$ cat src/rtl/core/text_console_glyph_renderer_assert.svh
// Assertion macros shared by the text console glyph renderer RTL.
// Depends on nothing; users supply clk_i and rst_ni in scope.
`ifndef TEXT_CONSOLE_GLYPH_RENDERER_ASSERT_SVH
`define TEXT_CONSOLE_GLYPH_RENDERER_ASSERT_SVH

`ifndef SYNTHESIS
// Check a property on every clock edge outside reset.
`define TCGR_ASSERT(name, prop) \
  name: assert property (@(posedge clk_i) disable iff (!rst_ni) (prop)) \
    else $error("tcgr assertion failed");
// Check that a condition implies another one on the next clock edge.
`define TCGR_ASSERT_NEXT(name, pre, post) \
  name: assert property (@(posedge clk_i) disable iff (!rst_ni) (pre) |=> (post)) \
    else $error("tcgr assertion failed");
`else
`define TCGR_ASSERT(name, prop)
`define TCGR_ASSERT_NEXT(name, pre, post)
`endif

`endif

$ cat src/rtl/core/tcgr_pkg.sv
// Shared types, constants and colour function of the glyph renderer.
// Depends on nothing; imported by every module of the block.
`timescale 1ns / 1ps

package tcgr_pkg;

  localparam int unsigned FONT_AW    = 12;
  localparam int unsigned FONT_ROW_W = 4;
  localparam int unsigned COLOR_W    = 24;
  localparam int unsigned PIX_IDX_W  = 24;
  localparam int unsigned DIM_W      = 13;
  localparam int unsigned COL_W      = 9;
  localparam int unsigned ROW_W      = 8;

  localparam logic [DIM_W-1:0] WIDTH_MIN  = 13'd8;
  localparam logic [DIM_W-1:0] WIDTH_MAX  = 13'd4096;
  localparam logic [DIM_W-1:0] HEIGHT_MIN = 13'd16;
  localparam logic [DIM_W-1:0] HEIGHT_MAX = 13'd4096;

  localparam logic [7:0] LEVEL_HI = 8'd255;
  localparam logic [7:0] LEVEL_LO = 8'd127;
  localparam logic [3:0] NIBBLE_MASK = 4'h0f;

  localparam logic [7:0] CHAR_BS = 8'd8;
  localparam logic [7:0] CHAR_LF = 8'd10;
  localparam logic [7:0] CHAR_CR = 8'd13;

  typedef enum logic [1:0] {
    CFG_ATTR   = 2'd0,
    CFG_WIDTH  = 2'd1,
    CFG_HEIGHT = 2'd2
  } cfg_idx_e;

  typedef enum logic {
    KIND_CHAR = 1'b0,
    KIND_FONT = 1'b1
  } kind_e;

  // Font store port request from the sequencer.
  typedef struct packed {
    logic               we;
    logic [FONT_AW-1:0] waddr;
    logic [7:0]         wdata;
    logic               re;
    logic [FONT_AW-1:0] raddr;
  } mem_req_t;

  // Glyph row waiting in the fetch stage.
  typedef struct packed {
    logic                 vld;
    logic [PIX_IDX_W-1:0] idx;
    logic                 last;
  } row_t;

  // Configuration register set.
  typedef struct packed {
    logic [7:0]       attr;
    logic [DIM_W-1:0] width;
    logic [DIM_W-1:0] height;
  } cfg_t;

  // Expand one attribute nibble into 0xRRGGBB.
  function automatic logic [COLOR_W-1:0] nibble_colour(logic [3:0] nib);
    logic [7:0] level;
    level = nib[3] ? LEVEL_HI : LEVEL_LO;
    return {(nib[2] ? level : 8'd0), (nib[1] ? level : 8'd0), (nib[0] ? level : 8'd0)};
  endfunction

endpackage

$ cat src/rtl/core/tcgr_req_if.sv
// Input request channel of the glyph renderer: character or font write.
// Depends on nothing.
`timescale 1ns / 1ps

interface tcgr_req_if;
  logic        valid;
  logic        ready;
  logic        kind;
  logic [7:0]  char_code;
  logic [11:0] font_index;
  logic [7:0]  font_bits;

  modport source (output valid, kind, char_code, font_index, font_bits, input ready);
  modport sink   (input valid, kind, char_code, font_index, font_bits, output ready);
endinterface

$ cat src/rtl/core/tcgr_seq.sv
// Sequencer of the glyph renderer: cursor, row index accumulator, fetch stage.
// Depends on tcgr_pkg, tcgr_req_if and the assertion macro header.
`timescale 1ns / 1ps
`include "text_console_glyph_renderer_assert.svh"

module tcgr_seq import tcgr_pkg::*; #(
  parameter int unsigned GLYPH_HEIGHT = 16
) (
  input  logic      clk_i,
  input  logic      rst_ni,
  tcgr_req_if.sink  req_i,
  input  cfg_t      cfg_i,
  input  logic      take_i,
  output mem_req_t  mem_o,
  output row_t      row_o
);

  localparam int unsigned YW = $clog2(GLYPH_HEIGHT);
  localparam int unsigned LW = ROW_W + $clog2(GLYPH_HEIGHT);
  localparam logic [YW-1:0] Y_LAST = YW'(GLYPH_HEIGHT - 1);

  typedef enum logic [2:0] {
    ST_IDLE = 3'b001,
    ST_BASE = 3'b010,
    ST_ROW  = 3'b100
  } state_e;

  state_e               state_q, state_d;
  logic [COL_W-1:0]     col_q, col_d;
  logic [ROW_W-1:0]     row_q, row_d;
  logic [7:0]           char_q, char_d;
  logic [YW-1:0]        y_q, y_d;
  logic [PIX_IDX_W-1:0] acc_q, acc_d;
  logic                 f_vld_q, f_vld_d;
  logic [PIX_IDX_W-1:0] f_idx_q, f_idx_d;
  logic                 f_last_q, f_last_d;

  logic [DIM_W-1:0]     w_eff, h_eff;
  logic [COL_W:0]       cols;
  logic [COL_W:0]       col_next;
  logic [DIM_W:0]       lf_need;
  logic                 lf_step;
  logic [ROW_W-1:0]     lf_row;
  logic [LW-1:0]        line;
  logic [LW+DIM_W-1:0]  prod;
  logic [PIX_IDX_W-1:0] base;
  logic                 accept, issue, y_last;

  // Clamp the screen size
  always_comb begin
    w_eff = cfg_i.width;
    if (w_eff < WIDTH_MIN) w_eff = WIDTH_MIN;
    if (w_eff > WIDTH_MAX) w_eff = WIDTH_MAX;
    h_eff = cfg_i.height;
    if (h_eff < HEIGHT_MIN) h_eff = HEIGHT_MIN;
    if (h_eff > HEIGHT_MAX) h_eff = HEIGHT_MAX;
  end

  assign cols     = w_eff[DIM_W-1:3];
  assign col_next = {1'b0, col_q} + 1'b1;

  // Step down a row only when a further full glyph row fits and the grid allows it
  assign lf_need = (DIM_W+1)'(({1'b0, row_q} + 9'd2) * GLYPH_HEIGHT);
  assign lf_step = (row_q != {ROW_W{1'b1}}) && (lf_need <= {1'b0, h_eff});
  assign lf_row  = lf_step ? row_q + 1'b1 : row_q;

  // Start index of the first glyph row
  assign line = LW'(row_q * GLYPH_HEIGHT);
  assign prod = line * w_eff;
  assign base = PIX_IDX_W'(prod) + PIX_IDX_W'({col_q, 3'b000});

  assign req_i.ready = (state_q == ST_IDLE);
  assign accept      = req_i.valid && req_i.ready;
  assign y_last      = (y_q == Y_LAST);
  assign issue       = (state_q == ST_ROW) && (!f_vld_q || take_i);

  // Sequence the request
  always_comb begin
    state_d  = state_q;
    col_d    = col_q;
    row_d    = row_q;
    char_d   = char_q;
    y_d      = y_q;
    acc_d    = acc_q;
    f_idx_d  = f_idx_q;
    f_last_d = f_last_q;
    f_vld_d  = f_vld_q;
    if (take_i) f_vld_d = 1'b0;

    mem_o.we    = 1'b0;
    mem_o.waddr = req_i.font_index;
    mem_o.wdata = req_i.font_bits;
    mem_o.re    = issue;
    mem_o.raddr = {char_q, FONT_ROW_W'(y_q)};

    unique case (state_q)
      ST_IDLE: begin
        if (accept) begin
          if (req_i.kind == KIND_FONT) begin
            mem_o.we = 1'b1;
          end else begin
            case (req_i.char_code)
              CHAR_LF: begin
                row_d = lf_row;
                col_d = '0;
              end
              CHAR_CR: col_d = '0;
              CHAR_BS: begin
                if (col_q == '0) begin
                  if (row_q != '0) begin
                    row_d = row_q - 1'b1;
                    col_d = COL_W'(cols - 1'b1);
                  end
                end else begin
                  col_d = col_q - 1'b1;
                end
              end
              default: begin
                char_d  = req_i.char_code;
                y_d     = '0;
                state_d = ST_BASE;
              end
            endcase
          end
        end
      end
      ST_BASE: begin
        acc_d   = base;
        state_d = ST_ROW;
      end
      ST_ROW: begin
        if (issue) begin
          f_vld_d  = 1'b1;
          f_idx_d  = acc_q;
          f_last_d = y_last;
          acc_d    = acc_q + PIX_IDX_W'(w_eff);
          y_d      = y_q + 1'b1;
          if (y_last) begin
            // Advance the cursor, wrapping like a line feed
            if (col_next >= cols) begin
              row_d = lf_row;
              col_d = '0;
            end else begin
              col_d = col_next[COL_W-1:0];
            end
            state_d = ST_IDLE;
          end
        end
      end
      default: state_d = ST_IDLE;
    endcase
  end

  // Hold control state
  always_ff @(posedge clk_i or negedge rst_ni) begin
    if (!rst_ni) begin
      state_q <= ST_IDLE;
      col_q   <= '0;
      row_q   <= '0;
      f_vld_q <= 1'b0;
    end else begin
      state_q <= state_d;
      col_q   <= col_d;
      row_q   <= row_d;
      f_vld_q <= f_vld_d;
    end
  end

  // Hold working payload
  always_ff @(posedge clk_i) begin
    char_q   <= char_d;
    y_q      <= y_d;
    acc_q    <= acc_d;
    f_idx_q  <= f_idx_d;
    f_last_q <= f_last_d;
  end

  assign row_o.vld  = f_vld_q;
  assign row_o.idx  = f_idx_q;
  assign row_o.last = f_last_q;

  `TCGR_ASSERT_NEXT(a_fetch_hold, f_vld_q && !take_i, f_vld_q && $stable(f_idx_q))
  `TCGR_ASSERT(a_take_needs_row, !take_i || f_vld_q)
  `TCGR_ASSERT_NEXT(a_base_to_row, state_q == ST_BASE, state_q == ST_ROW)
  `TCGR_ASSERT_NEXT(a_last_to_idle, issue && y_last, state_q == ST_IDLE && f_last_q)

endmodule

$ cat src/flat_wrapper.sv
// flat-port wrapper written by rule: the top's interface ports become plain ports
module tcgr_seq_flat import tcgr_pkg::*;
#(
  parameter int unsigned GLYPH_HEIGHT = 16
)
  (clk_i, rst_ni, cfg_i, take_i, mem_o, row_o, req_i_valid, req_i_kind, req_i_char_code, req_i_font_index, req_i_font_bits, req_i_ready);
  tcgr_req_if req_i_i ();
  input  logic clk_i;
  input  logic rst_ni;
  input  cfg_t cfg_i;
  input  logic take_i;
  output mem_req_t mem_o;
  output row_t row_o;
  input wire logic [$bits(req_i_i.valid)-1:0] req_i_valid;
  input wire logic [$bits(req_i_i.kind)-1:0] req_i_kind;
  input wire logic [$bits(req_i_i.char_code)-1:0] req_i_char_code;
  input wire logic [$bits(req_i_i.font_index)-1:0] req_i_font_index;
  input wire logic [$bits(req_i_i.font_bits)-1:0] req_i_font_bits;
  output wire logic [$bits(req_i_i.ready)-1:0] req_i_ready;
  assign req_i_i.valid = req_i_valid;
  assign req_i_i.kind = req_i_kind;
  assign req_i_i.char_code = req_i_char_code;
  assign req_i_i.font_index = req_i_font_index;
  assign req_i_i.font_bits = req_i_font_bits;
  assign req_i_ready = req_i_i.ready;
  tcgr_seq #(.GLYPH_HEIGHT(GLYPH_HEIGHT)) u_core (.clk_i(clk_i), .rst_ni(rst_ni), .req_i(req_i_i), .cfg_i(cfg_i), .take_i(take_i), .mem_o(mem_o), .row_o(row_o));
endmodule
$ cat config.mk
export PLATFORM = sky130hd
export DESIGN_NAME = tcgr_seq_flat
export DESIGN_NICKNAME = d
export VERILOG_FILES = /design/src/rtl/core/tcgr_pkg.sv /design/src/rtl/core/tcgr_req_if.sv /design/src/rtl/core/tcgr_seq.sv /design/src/flat_wrapper.sv
export VERILOG_INCLUDE_DIRS = /design/src /design/src/rtl/core
export SDC_FILE = /design/constraint.sdc
export NUM_CORES = 1
export LEC_CHECK = 0
export BUFFER_PORTS_ARGS = -buffer_cell sky130_fd_sc_hd__buf_4
export CAP_MARGIN = 5
export CORE_MARGIN = 1
export CORE_UTILIZATION = 30
export DETAILED_ROUTE_END_ITERATION = 7
export GPL_ROUTABILITY_DRIVEN = 1
export SLEW_MARGIN = 20
export SYNTH_ARGS = -nofsm -noshare
export SYNTH_HDL_FRONTEND = slang
export SYNTH_SLANG_ARGS = --single-unit
$ cat constraint.sdc
create_clock -name clk_i -period 10.36 [get_ports clk_i]
set_input_delay 0 -clock clk_i [delete_from_list [all_inputs] [get_ports clk_i]]
set_output_delay 0 -clock clk_i [all_outputs]
set_load 0.01 [all_outputs]
==> impl_metrics.toml <==
[outcome]
status = "finished, violations left"
violations = "design-rule violations"

[sta]
period_share_pct = 63.0
final_max_slew_viol_count = 0
fin_ws_ns = 3.83
max_slew_margin_pct = 23.3
finalCriticalPeriod_ns = 6.53
worstMarginPinSlew_ns = 1.15
setup_violations = 0
rsz0062_at_grt = "false"
hold_violations = 0
fin_skew_ns = 0.00816
clock.fmax_ghz = 0.153
tns_ns = 0

[grt]
grt.total_usage_pct = 14.5
grt_pass1_wl_um = 36300
grt_pass1_vias = 7132
overflow = 0
grt_max_degree = 32
antenna_found_initial = 0

[placed_design]
place_ws_ns = 3.45
dpl-instance-area_sq_um = 10100
dp_hpwl_um = 17400
io_buffer_count = 79
placed_cells = 1445
gp_congestion = 0.853

[yosys]
synthCells = 1024
synth.distinct_cells = 66
seq_area_frac_synth_pct = 25.4
avgSynthCellArea_sq_um = 9.07
syn_nets = 1247
synth-edff-count = 61
synth-main-ff-cell = "edfxtp_1"
ys_ff_latch = 82
netlist_area_sq_um = 9290
async_flop_share_pct = 25.6
yosysWarningCount = 0

[pwr]
switching_share_pct = 45.0
seq_power_share_pct = 25.1
max-vdd-ir-drop_uv = 92.3
power.density_nw_per_um2 = 197
switchingPower_uw = 931
pwr-share-clk_pct = 15.5
combPwrFrac_pct = 59.4
p_leak_nw = 4.74
p_int_mw = 1.14

[floorplan]
die-area_sq_um = 31700
ioPinCount = 128
start_util_pct = 30.5
core.rowCount = 64
core-area_sq_um = 30500
die_w_um = 178
die_h_um = 178

[clock_tree]
cts_tree = "built"
path_clk_slew_ns = 0.06
cts_setup_buffers = 0
ctsLongestPathBuffers = 2
cts_buffers = 9
clock-sinks = 82
hold_buffers = 10
clk_latency_ns = 0.35
cts-root-buf = "clkbuf_16"
post_cts_resized = 0
htree_levels = 3

[critical_path]
end_kind = "register"
cp_data_arrival_time_ns = 6.61
start_kind = "input pin"
crit_type = "input pin to register"
cp_max_fo = 9
required_ns = 10.45
r2r_cells = 17

[route]
routed_wl_um = 22600
drc = 1
ant_nets = 0
avgViaCountPerCell = 5.03
wl_per_cell_um = 15.4
first_pass_iters = 7
num_vias = 7399
drtIter0Drc = 390

[worst_hold_path]
holdPathStages = 0
hold_path_class = "input pin to primary output"

[cells_and_area]
antenna_cells = 0
drive_above_1_share_pct = 11.1
fill_cells = 3087
final_core_util_pct = 34.4
fin_area_sq_um = 10500
syn_to_final_growth_pct = 13.1
fin_cells = 1471
final_nets = 1293

[flow_run]
drv_cap = 0
## state kept, by name, indices dropped and copies added (netlist names)
name             flops
u_core.acc_q        24
u_core.f_last_q      1
u_core.f_idx_q      24
u_core.row_q         8
u_core.state_q       3
u_core.y_q           4
u_core.char_q        8
u_core.col_q         9
u_core.f_vld_q       1
## placed cells by master (no fill, tap or decap), types with 4 or more instances in the layout
cell type and n:
a211oi_1 5, a21o_1 13, a21oi_1 45, a221oi_1 4
a31oi_1 10, and2_1 46, and3_1 26, buf_4 91
clkbuf_16 9, dfrtp_1 20, dlygate4sd3_1 10, edfxtp_1 61
fa_1 67, ha_1 89, inv_1 104, mux2i_1 6
nand2_1 83, nand2b_1 15, nand3_1 28, nand4_1 5
nor2_1 78, nor2b_1 19, nor3_1 16, nor3b_1 5
nor4_1 8, o211ai_1 5, o21a_1 14, o21ai_0 39
o221ai_1 4, o32ai_1 4, xnor2_1 48, xor2_1 34
## final cells by class
type                            instances  area [sq um]  share of cell area (%)
Clock inverter                          7          68.8                   0.655
Sequential cell                        82          2360                    22.5
Timing Repair Buffer                  101           783                    7.46
Clock buffer                            9           225                    2.14
Multi-Input combinational cell        769          6170                    58.7
Inverter                              107           402                    3.82
Tap cell                              396           495                    4.72
## cell usage after synthesis, types with 20 or more instances
cell type / instances / area, sq um
nand2_1: 83 / 312
clkbuf_1: 34 / 128
buf_4: 23 / 173
o21ai_0: 39 / 195
a21oi_1: 46 / 230
and2_1: 46 / 288
edfxtp_1: 61 / 1830
nand3_1: 28 / 140
xnor2_1: 48 / 420
ha_1: 89 / 1110
inv_1: 104 / 390
dfrtp_1: 20 / 500
and3_1: 26 / 163
nor2_1: 78 / 293
xor2_1: 34 / 298
fa_1: 67 / 1340
## critical path, cell delays in order
cell and delay, ns:
buf_4 0.11, nor4_1 0.49, a31oi_1 0.33, nor2_1 0.75
nand2_1 0.18, fa_1 0.53, fa_1 0.49, inv_1 0.05
fa_1 0.52, inv_1 0.05, fa_1 0.52, inv_1 0.04
ha_1 0.34, a21oi_1 0.22, o21ai_0 0.18, o31ai_1 0.33
xnor2_1 0.24, nand4_1 0.25, nor4_1 0.56, nand3_1 0.16
xnor2_1 0.17, mux2i_1 0.09
## power groups by stage
| stage | combinational, mW | sequential [mW] | clock (mW) |
|---|---|---|---|
| global placement | 1.20 | 0.527 | 0 |
| CTS | 1.24 | 0.520 | 0.329 |
| finish | 1.23 | 0.520 | 0.321 |
| global route | 1.40 | 0.527 | 0.341 |
| floorplan | 1.02 | 0.457 | 0 |
| detailed placement | 1.22 | 0.526 | 0 |
## layer usage
metal / routed length, um / vias up / track usage (%) / share of wire (%)
li1: - / 3563 / - / -
met1: 9750 / 3649 / 18.3 / 43
met2: 11600 / 150 / 25.6 / 51
met3: 788 / 37 / 1.26 / 3.5
met4: 493 / 0 / 5.59 / 2.2
met5: 0 / - / 0 / 0
## kinds of logic (layout without fill, tap and decap cells)
kind of cell / after synthesis / after routing / share of synthesized area (%)
AND/OR/NAND/NOR: 351 / 351 / 19.4
buffers and inverters: 173 / 224 / 8.23
AO/OA/AOI/OAI: 172 / 172 / 12.0
adder cells (fa/ha/maj): 156 / 156 / 26.4
XOR/XNOR: 82 / 82 / 7.73
flip-flops: 82 / 82 / 25.4
multiplexers: 8 / 8 / 0.889
## metrics by stage
stage | total power, mW | hold WS [ns]
3_3_place_gp | 1.73 | -0.0884
3_5_place_dp | 1.75 | -0.0856
4_1_cts | 2.08 | 0.0000686
5_1_grt | 2.27 | 0.0000151
2_1_floorplan | 1.47 | -0.296
6_report | 2.07 | 0.00000444
## worst paths after layout
check	startpoint	end	slack, ns
min	req_i_font_bits[7]	mem_o[20]	0.000004
min in group asynchronous	rst_ni	u_core.state_q[1]	0.09
max reg2reg	u_core.row_q[2]	u_core.acc_q[23]	4.23
max in group asynchronous	rst_ni	u_core.state_q[0]	9.98
min reg2reg	u_core.acc_q[7]	u_core.f_idx_q[7]	0.46
max	cfg_i[21]	u_core.acc_q[23]	3.83
No activity file was read; power rests on OpenSTA's default activity.
